$ cat src/rtl/orpg_pkg.sv
// Shared types, constants and the control program of the open-loop ramp phase generator.
package orpg_pkg;

   // radians to turns: round(2^32 / (2*pi))
   localparam logic [29:0] TURN_PER_RAD = 30'd683565276;
   localparam logic [31:0] TICK_RATE_RESET = 32'd1000000;
   localparam int unsigned PC_WIDTH = 4;
   localparam int unsigned DIV_BITS = 32;

   // request and response payloads
   typedef struct packed {
      logic        action;
      logic [63:0] timestamp;
   } req_type;

   typedef struct packed {
      logic signed [31:0] current_out;
      logic signed [31:0] voltage_out;
      logic signed [31:0] velocity_out;
      logic signed [31:0] phase_out;
   } rsp_type;

   // action codes
   localparam logic ACTION_UPDATE = 1'b0;
   localparam logic ACTION_CLEAR  = 1'b1;

   // configuration registers
   typedef enum logic [2:0] {
      REG_CURRENT_GOAL  = 3'd0,
      REG_VOLTAGE_GOAL  = 3'd1,
      REG_VELOCITY_GOAL = 3'd2,
      REG_CURRENT_SLEW  = 3'd3,
      REG_VOLTAGE_SLEW  = 3'd4,
      REG_VELOCITY_SLEW = 3'd5,
      REG_START_PHASE   = 3'd6,
      REG_TICK_RATE     = 3'd7
   } reg_index_type;

   typedef struct packed {
      logic signed [31:0] current_goal;
      logic signed [31:0] voltage_goal;
      logic signed [31:0] velocity_goal;
      logic [30:0]        current_slew;
      logic [30:0]        voltage_slew;
      logic [30:0]        velocity_slew;
      logic signed [31:0] start_phase;
      logic [31:0]        tick_rate;
   } cfg_type;

   // control word fields
   typedef enum logic [2:0] {
      WB_NONE,
      WB_DIV_INIT,
      WB_DIV_STEP,
      WB_CURRENT,
      WB_VOLTAGE,
      WB_VELOCITY,
      WB_PART,
      WB_PUBLISH
   } wb_type;

   typedef enum logic [2:0] {
      MUL_HOLD,
      MUL_CURRENT,
      MUL_VOLTAGE,
      MUL_VELOCITY,
      MUL_TURN,
      MUL_PHASE_HI,
      MUL_PHASE_LO
   } mul_type;

   typedef enum logic [2:0] {
      COND_NONE,
      COND_NOT_UPDATE,
      COND_SAT,
      COND_DIV_MORE,
      COND_OUT_BUSY
   } cond_type;

   typedef struct packed {
      logic                wait_req;
      wb_type              wb;
      mul_type             mul;
      cond_type            cond;
      logic [PC_WIDTH-1:0] target;
      logic                last;
   } ctrl_type;

   // status fed back to the sequencer
   typedef struct packed {
      logic update;
      logic sat;
      logic div_more;
      logic out_busy;
   } stat_type;

   typedef struct packed {
      logic sat;
      logic div_more;
   } flags_type;

   // program addresses
   localparam logic [PC_WIDTH-1:0] STEP_WAIT     = 4'd0;
   localparam logic [PC_WIDTH-1:0] STEP_DIV_INIT = 4'd1;
   localparam logic [PC_WIDTH-1:0] STEP_DIV      = 4'd2;
   localparam logic [PC_WIDTH-1:0] STEP_MUL_CUR  = 4'd3;
   localparam logic [PC_WIDTH-1:0] STEP_CLAMP_C  = 4'd4;
   localparam logic [PC_WIDTH-1:0] STEP_CLAMP_V  = 4'd5;
   localparam logic [PC_WIDTH-1:0] STEP_CLAMP_W  = 4'd6;
   localparam logic [PC_WIDTH-1:0] STEP_TURN     = 4'd7;
   localparam logic [PC_WIDTH-1:0] STEP_PH_HI    = 4'd8;
   localparam logic [PC_WIDTH-1:0] STEP_PH_LO    = 4'd9;
   localparam logic [PC_WIDTH-1:0] STEP_PUBLISH  = 4'd10;

   function automatic ctrl_type make_word(logic wait_req, wb_type wb, mul_type mul,
                                          cond_type cond, logic [PC_WIDTH-1:0] target,
                                          logic last);
      ctrl_type w;
      w.wait_req = wait_req;
      w.wb       = wb;
      w.mul      = mul;
      w.cond     = cond;
      w.target   = target;
      w.last     = last;
      return w;
   endfunction

   // control store
   function automatic ctrl_type program_word(logic [PC_WIDTH-1:0] pc);
      ctrl_type w;
      unique case (pc)
         STEP_WAIT:     w = make_word(1'b1, WB_NONE, MUL_HOLD, COND_NOT_UPDATE, STEP_WAIT, 1'b0);
         STEP_DIV_INIT: w = make_word(1'b0, WB_DIV_INIT, MUL_HOLD, COND_SAT, STEP_MUL_CUR, 1'b0);
         STEP_DIV:      w = make_word(1'b0, WB_DIV_STEP, MUL_HOLD, COND_DIV_MORE, STEP_DIV, 1'b0);
         STEP_MUL_CUR:  w = make_word(1'b0, WB_NONE, MUL_CURRENT, COND_NONE, STEP_WAIT, 1'b0);
         STEP_CLAMP_C:  w = make_word(1'b0, WB_CURRENT, MUL_VOLTAGE, COND_NONE, STEP_WAIT, 1'b0);
         STEP_CLAMP_V:  w = make_word(1'b0, WB_VOLTAGE, MUL_VELOCITY, COND_NONE, STEP_WAIT, 1'b0);
         STEP_CLAMP_W:  w = make_word(1'b0, WB_VELOCITY, MUL_HOLD, COND_NONE, STEP_WAIT, 1'b0);
         STEP_TURN:     w = make_word(1'b0, WB_NONE, MUL_TURN, COND_NONE, STEP_WAIT, 1'b0);
         STEP_PH_HI:    w = make_word(1'b0, WB_PART, MUL_PHASE_HI, COND_NONE, STEP_WAIT, 1'b0);
         STEP_PH_LO:    w = make_word(1'b0, WB_PART, MUL_PHASE_LO, COND_NONE, STEP_WAIT, 1'b0);
         STEP_PUBLISH:  w = make_word(1'b0, WB_PUBLISH, MUL_HOLD, COND_OUT_BUSY, STEP_PUBLISH,
                                      1'b1);
         default:       w = make_word(1'b0, WB_NONE, MUL_HOLD, COND_NONE, STEP_WAIT, 1'b1);
      endcase
      return w;
   endfunction

endpackage

$ cat src/rtl/orpg_sequencer.sv
// Step counter and control store of the ramp phase generator.
module orpg_sequencer (
   input  logic               clock,
   input  logic               reset,
   input  orpg_pkg::stat_type stat,
   output orpg_pkg::ctrl_type ctrl
);

   logic [orpg_pkg::PC_WIDTH-1:0] pc_ff;
   logic [orpg_pkg::PC_WIDTH-1:0] pc_in;
   logic                          taken;

   assign ctrl = orpg_pkg::program_word(pc_ff);

   // jump condition
   always_comb begin
      unique case (ctrl.cond)
         orpg_pkg::COND_NONE:       taken = 1'b0;
         orpg_pkg::COND_NOT_UPDATE: taken = !stat.update;
         orpg_pkg::COND_SAT:        taken = stat.sat;
         orpg_pkg::COND_DIV_MORE:   taken = stat.div_more;
         orpg_pkg::COND_OUT_BUSY:   taken = stat.out_busy;
         default:                   taken = 1'b0;
      endcase
   end

   // next step
   always_comb begin
      if (taken) begin
         pc_in = ctrl.target;
      end else if (ctrl.last) begin
         pc_in = orpg_pkg::STEP_WAIT;
      end else begin
         pc_in = pc_ff + 1'b1;
      end
   end

   always_ff @(posedge clock) begin
      if (reset) begin
         pc_ff <= orpg_pkg::STEP_WAIT;
      end else begin
         pc_ff <= pc_in;
      end
   end

endmodule

$ cat config.mk
export PLATFORM = sky130hd
export DESIGN_NAME = orpg_sequencer
export DESIGN_NICKNAME = d
export VERILOG_FILES = /design/src/rtl/orpg_pkg.sv /design/src/rtl/orpg_sequencer.sv
export SDC_FILE = /design/constraint.sdc
export NUM_CORES = 1
export LEC_CHECK = 0
export BUFFER_PORTS_ARGS = -buffer_cell sky130_fd_sc_hd__buf_4
export CAP_MARGIN = 15
export CORE_MARGIN = 2
export CORE_UTILIZATION = 45
export DETAILED_ROUTE_END_ITERATION = 16
export GPL_ROUTABILITY_DRIVEN = 0
export PLACE_DENSITY = 0.84
export SLEW_MARGIN = 30
export SYNTH_ARGS = -nofsm -noshare
export SYNTH_HDL_FRONTEND = slang
export SYNTH_SLANG_ARGS = --single-unit
$ cat constraint.sdc
create_clock -name clock -period 2.42 [get_ports clock]
set_clock_uncertainty 0.1 [all_clocks]
set_input_delay 0.484 -clock clock [delete_from_list [all_inputs] [get_ports clock]]
set_output_delay 0.484 -clock clock [all_outputs]
set_load 0.01 [all_outputs]
* Word level (Yosys, flattened, before mapping)
Memory sizes are Yosys's and may differ from the RTL's. A register that Yosys moved wholly into a read port is not among the register bits.
Index checks and enable logic that the tools add are counted.
** Storage, ports and cells
- Register bits after elaboration :: 4
- Bits in latches :: 0
- RAM bits :: 0
- Memory bits (read-only) :: 224
- Word-level logic and storage cells :: 12
- Memories kept :: 1
** Cells by class
- $add $sub $neg :: 1
- Multipliers :: 0
- Div/mod/pow operators :: 0
- Magnitude comparators :: 0
- Equality and inequality tests :: 4
- Shift-type cells :: 0
- Muxes and demuxes :: 4
- Bitwise gates (word level) :: 0
- Reductions and logical operators :: 1
** Memory list
- (no name shown) :: words 16, bits a word 14, rd ports 1, clocked after memory_dff 1, write ports 0, line orpg_pkg.sv:131 : unique case (pc)
** Operators with widths (number)
- 4-bit 2-to-1 mux :: 3
- 3-bit by 2-bit equality test with 1-bit output (second input constant) :: 2
- 4-bit by 1-bit adder with 4-bit output (second input constant) :: 1
- 1-bit one-hot mux with 4 select lines :: 1
- 3-bit by 1-bit equality test with 1-bit output (second input constant) :: 1
- 3-bit equality test (second input constant) :: 1
- 1-bit logical NOT :: 1

* Depth between registers and ports, before layout
- Depth in word-level cells :: 4
- Depth in mapped cells :: 10
- Depth with buffers taken out :: 10

* Worst setup path before layout
No wires, ideal clock.
- Kind :: input to register
- Start :: input port stat[2] in the netlist's numbering
- End :: register ctrl[11] (netlist name)
- Setup time :: 0.070 ns
- Arrival time :: 2.146 ns
- Data required time :: 2.250 ns
- Setup slack :: 0.104 ns
- Cell stages on the path :: 7
- Path through :: mux2_4 > a211oi_4 > mux2i_1 > ha_1 > inv_1 > o31a_1 > a21oi_1
** On the way
- Word-level cells in the longest chain between the ends :: 3
** Ends and longest elaborated chain
- start, declared :: line orpg_sequencer.sv:5 : input orpg_pkg::stat_type stat,
- 1-bit one-hot mux with 4 select lines :: line orpg_sequencer.sv:17 : unique case (ctrl.cond)
- 4-bit 2-to-1 mux :: line orpg_sequencer.sv:29 : if (taken) begin
- 4-bit 2-to-1 mux (no source line)
Every way passes these cells.
A chain may end at the register's enable or synchronous reset.

* Worst setup path in the final report
- Start :: register ctrl[5] (netlist name)
- End :: register ctrl[11] (netlist name)
** On the way
- Word-level cells in the longest chain between the ends :: 4
- Elaborated cells on any way between the ends :: 7
- Those cells by class :: 4 x eq/ne; 3 x mux
** Ends and longest elaborated chain (line)
- 3-bit equality test (tied with other cells) :: orpg_sequencer.sv:17
- 1-bit one-hot mux with 4 select lines * :: orpg_sequencer.sv:17
- 4-bit 2-to-1 mux * :: orpg_sequencer.sv:29
- 4-bit 2-to-1 mux (no source line) *
Every way passes the cells marked *; elsewhere a longest branch is shown, timed or not.

==> results by group <==
STA
  – Minimum clock period after layout: 2.25 ns
  – Number of hold violations in the final report: 0
  – Final Max Tran Viols: 0
  – F_max: 445 MHz
  – Final setup TNS: 0 ns
  – Unrepaired setup endpoints after global routing: no
  – Number of setup violations in the final report: 0
  – Fraction of the cycle the final worst path needs: 92.8%

Drt
  – Total via count in the routed design: 657
  – First-pass detailed-route iteration total: 4
  – Final antenna-violating net count: 0
  – Post-DR wirelength/cell: 13.3 um
  – Met2 wire length: 818 um
  – Number of design rule violations left after detail routing: 0
  – Count of routing violations after the opening detailed-route iteration: 10
  – Highest routing layer actually used: met4
  – Post-Route WL: 1640 um
  – DRT met1 WL: 742 um
  – Met3 layer wire length in the routed design: 63 um
  – Vias/cell: 5.30

Critical path
  – Maximum fanout along the worst path: 4
  – CP arrival: 2.37 ns
  – Classification of the worst setup path: reg2reg
  – Sort of element at the end of the critical path: flip-flop
  – Critical path data required time: 2.55 ns
  – Startpoint type of the worst setup path: flip-flop
  – Setup slack of the most critical reg-to-reg path: 0.17 ns

Placed design
  – PortBufs: 19
  – # placed instances: 120
  – Final HPWL DP: 1290 um

Cells and area
  – Ratio of cells with drive above 1 in the final layout: 34.6%
  – Diodes inserted: 0
  – Most frequent cells in the layout: 24 x buf_4, 16 x dfxtp_1, 8 x nor2_1
  – Area growth from synthesis to final layout: 26.6%
  – Commonest non-fill, non-tap cell in the layout: buf_4
  – Fillcell total: 150
  – NumNets Final: 119
  – Non-filler instance count after layout: 124

Clock network
  – Clock transition at the registers of the reported paths: 0.09 ns
  – Deepest clock path buffer count: 2
  – Cell at the root of the clock tree: clkbuf_4
  – Buffers inserted during post-CTS setup optimization: 0
  – Number of clock sinks: 17
  – Post_cts resized: 0
  – CTS Buf Count: 3
  – H-tree Lvls: 1
  – Clock tree from TritonCTS: built
  – Clock latency at the later pin of the worst-skew pair: 0.29 ns
  – Quantity of hold-fixing buffers added after cts: 0

Pwr
  – Internal power: 703 uW
  – Combinational power share: 48.8%
  – Worst vdd ir: 0.705 mV
  – Power dissipated by switching net loads: 411 uW
  – Clock share of power: 13.5%
  – Switching part of the total: 36.9%
  – Power per cell area: 1110 mW/mm^2
  – Leakage component of the power: 0.000463 uW
  – Sequential cell fraction of total power: 37.7%

Worst hold path
  – Worst Hold Class: in2reg

Synthesis
  – Yosys warns: 0
  – Register area share after synthesis: 42.8%
  – Number of nets in the synthesized netlist: 94
  – Mean cell area of the mapped netlist: 9.59 um^2
  – Combined area of all synthesized cells: 796 um^2
  – Library cells used by synthesis: 31
  – Number of synthesized register bits: 17
  – Number of cells produced by synthesis: 83

Floorplan
  – Standard cell core area: 0.00169 mm^2
  – Floorplan die area: 0.00212 mm^2
  – Die outline width: 46.1 um
  – Die height: 46.1 um
  – Placement Rows: 15
  – Count of pins on the block boundary: 21
  – Initial cell density of the core: 47.1%

Run
  – Max-cap violations: 0

Global routing
  – Total congestion overflow after global routing: 0
  – Pin count of the biggest net entering global routing: 14
  – Vias in the first global route: 612
  – Antenna violations before repair: 0
  – Global-route wire length before repair: 2680 um
  – Overall fraction of global-route tracks in use: 17.9%

Run status
  – Outcome: complete, no violations
power by group through the flow:
stage                     Sequential [uW]  Clock (uW)  Combinational [uW]
after floorplan                       444           0                 299
after global placement                421           0                 526
after detailed placement              425           0                 544
after CTS                             418         154                 545
after global routing                  427         161                 605
final                                 420         150                 543
state kept, by name, indices dropped and copies added, names as in the netlist:
name   flops
pc_ff      4
ctrl      13
final cells by class:
cell class / count / area [um^2] / area share [%]
Tap cell: 17 / 21.3 / 2.11
Timing Repair Buffer: 24 / 180 / 17.9
Multi-Input combinational cell: 56 / 415 / 41.2
Clock buffer: 4 / 26.3 / 2.61
Sequential cell: 17 / 342 / 33.9
Inverter: 6 / 22.5 / 2.24
cells by family (layout without fill, tap and decap cells):
kind of cell,Yosys count,count (layout),synth area share (%)
AOI/OAI and AO/OA,17,17,15.7
xor gates and xnor gates,2,2,2.20
adders and majority gates,5,5,7.86
buffers and inverters,10,34,5.82
DFF,17,17,42.8
muxes,6,6,8.18
other,1,1,0.471
and+or+nand+nor,25,25,17.0
metal layers:
layer  vias up  global-route usage (%)
li1        329                       -
met5         -                       0
met2        14                    25.6
met1       312                    24.3
met3         2                    5.49
met4         0                    8.57
per-stage QoR:
stage	hold slack, ns	cell area (um^2)	utilization, %	power [uW]	setup slack [ns]
3_3_place_gp	0.405	973	57.6	947	0.0383
4_1_cts	0.358	1000	59.2	1120	0.164
5_1_grt	0.379	1010	59.6	1190	0.00145
6_report	0.373	1010	59.6	1110	0.174
2_1_floorplan	0.416	796	-	744	0.104
3_5_place_dp	0.408	973	57.6	969	0.00305
final timing paths:
kind | from | endpoint | cells past startpoint
max | ctrl[5]$_SDFF_PP0_ | ctrl[11]$_DFF_P_ | 9
min | reset | pc_ff[0]$_SDFF_PP0_ | 2
max reg2reg | ctrl[5]$_SDFF_PP0_ | ctrl[11]$_DFF_P_ | 9
min reg2reg | ctrl[2]$_DFF_P_ | pc_ff[1]$_SDFF_PP0_ | 2
synth_stat cells:
cell type | count | area [um^2]
buf_4 | 2 | 15.0
clkinv_1 | 1 | 3.75
or2_2 | 2 | 12.5
a31oi_2 | 1 | 12.5
nor2b_1 | 1 | 6.26
xnor2_1 | 2 | 17.5
o22ai_1 | 2 | 12.5
a211oi_1 | 1 | 7.51
nand2_2 | 1 | 6.26
and4bb_2 | 1 | 12.5
inv_1 | 5 | 18.8
a211oi_4 | 1 | 20.0
nand2_1 | 5 | 18.8
a21oi_1 | 5 | 25.0
o31a_1 | 1 | 8.76
nand2b_1 | 1 | 6.26
clkbuf_1 | 1 | 3.75
o21ai_0 | 3 | 15.0
conb_1 | 1 | 3.75
nor4_1 | 2 | 12.5
dfxtp_1 | 17 | 340
buf_2 | 1 | 5.00
nor4b_2 | 1 | 15.0
mux2_4 | 1 | 15.0
a31o_1 | 1 | 8.76
nor3_1 | 2 | 10.0
ha_1 | 5 | 62.6
o21bai_1 | 2 | 15.0
nor2_1 | 8 | 30.0
nand3_1 | 1 | 5.00
mux2i_1 | 5 | 50.1
critical path, stage by stage, from the launching register on:
cell      delay, ns
dfxtp_2        0.36
mux2_4         0.32
a211oi_4       0.31
mux2i_1        0.26
nor2_1         0.10
inv_1          0.09
ha_1           0.18
inv_1          0.06
o31a_1         0.26
a21oi_1        0.13
Power figures use the tool's default switching activity.
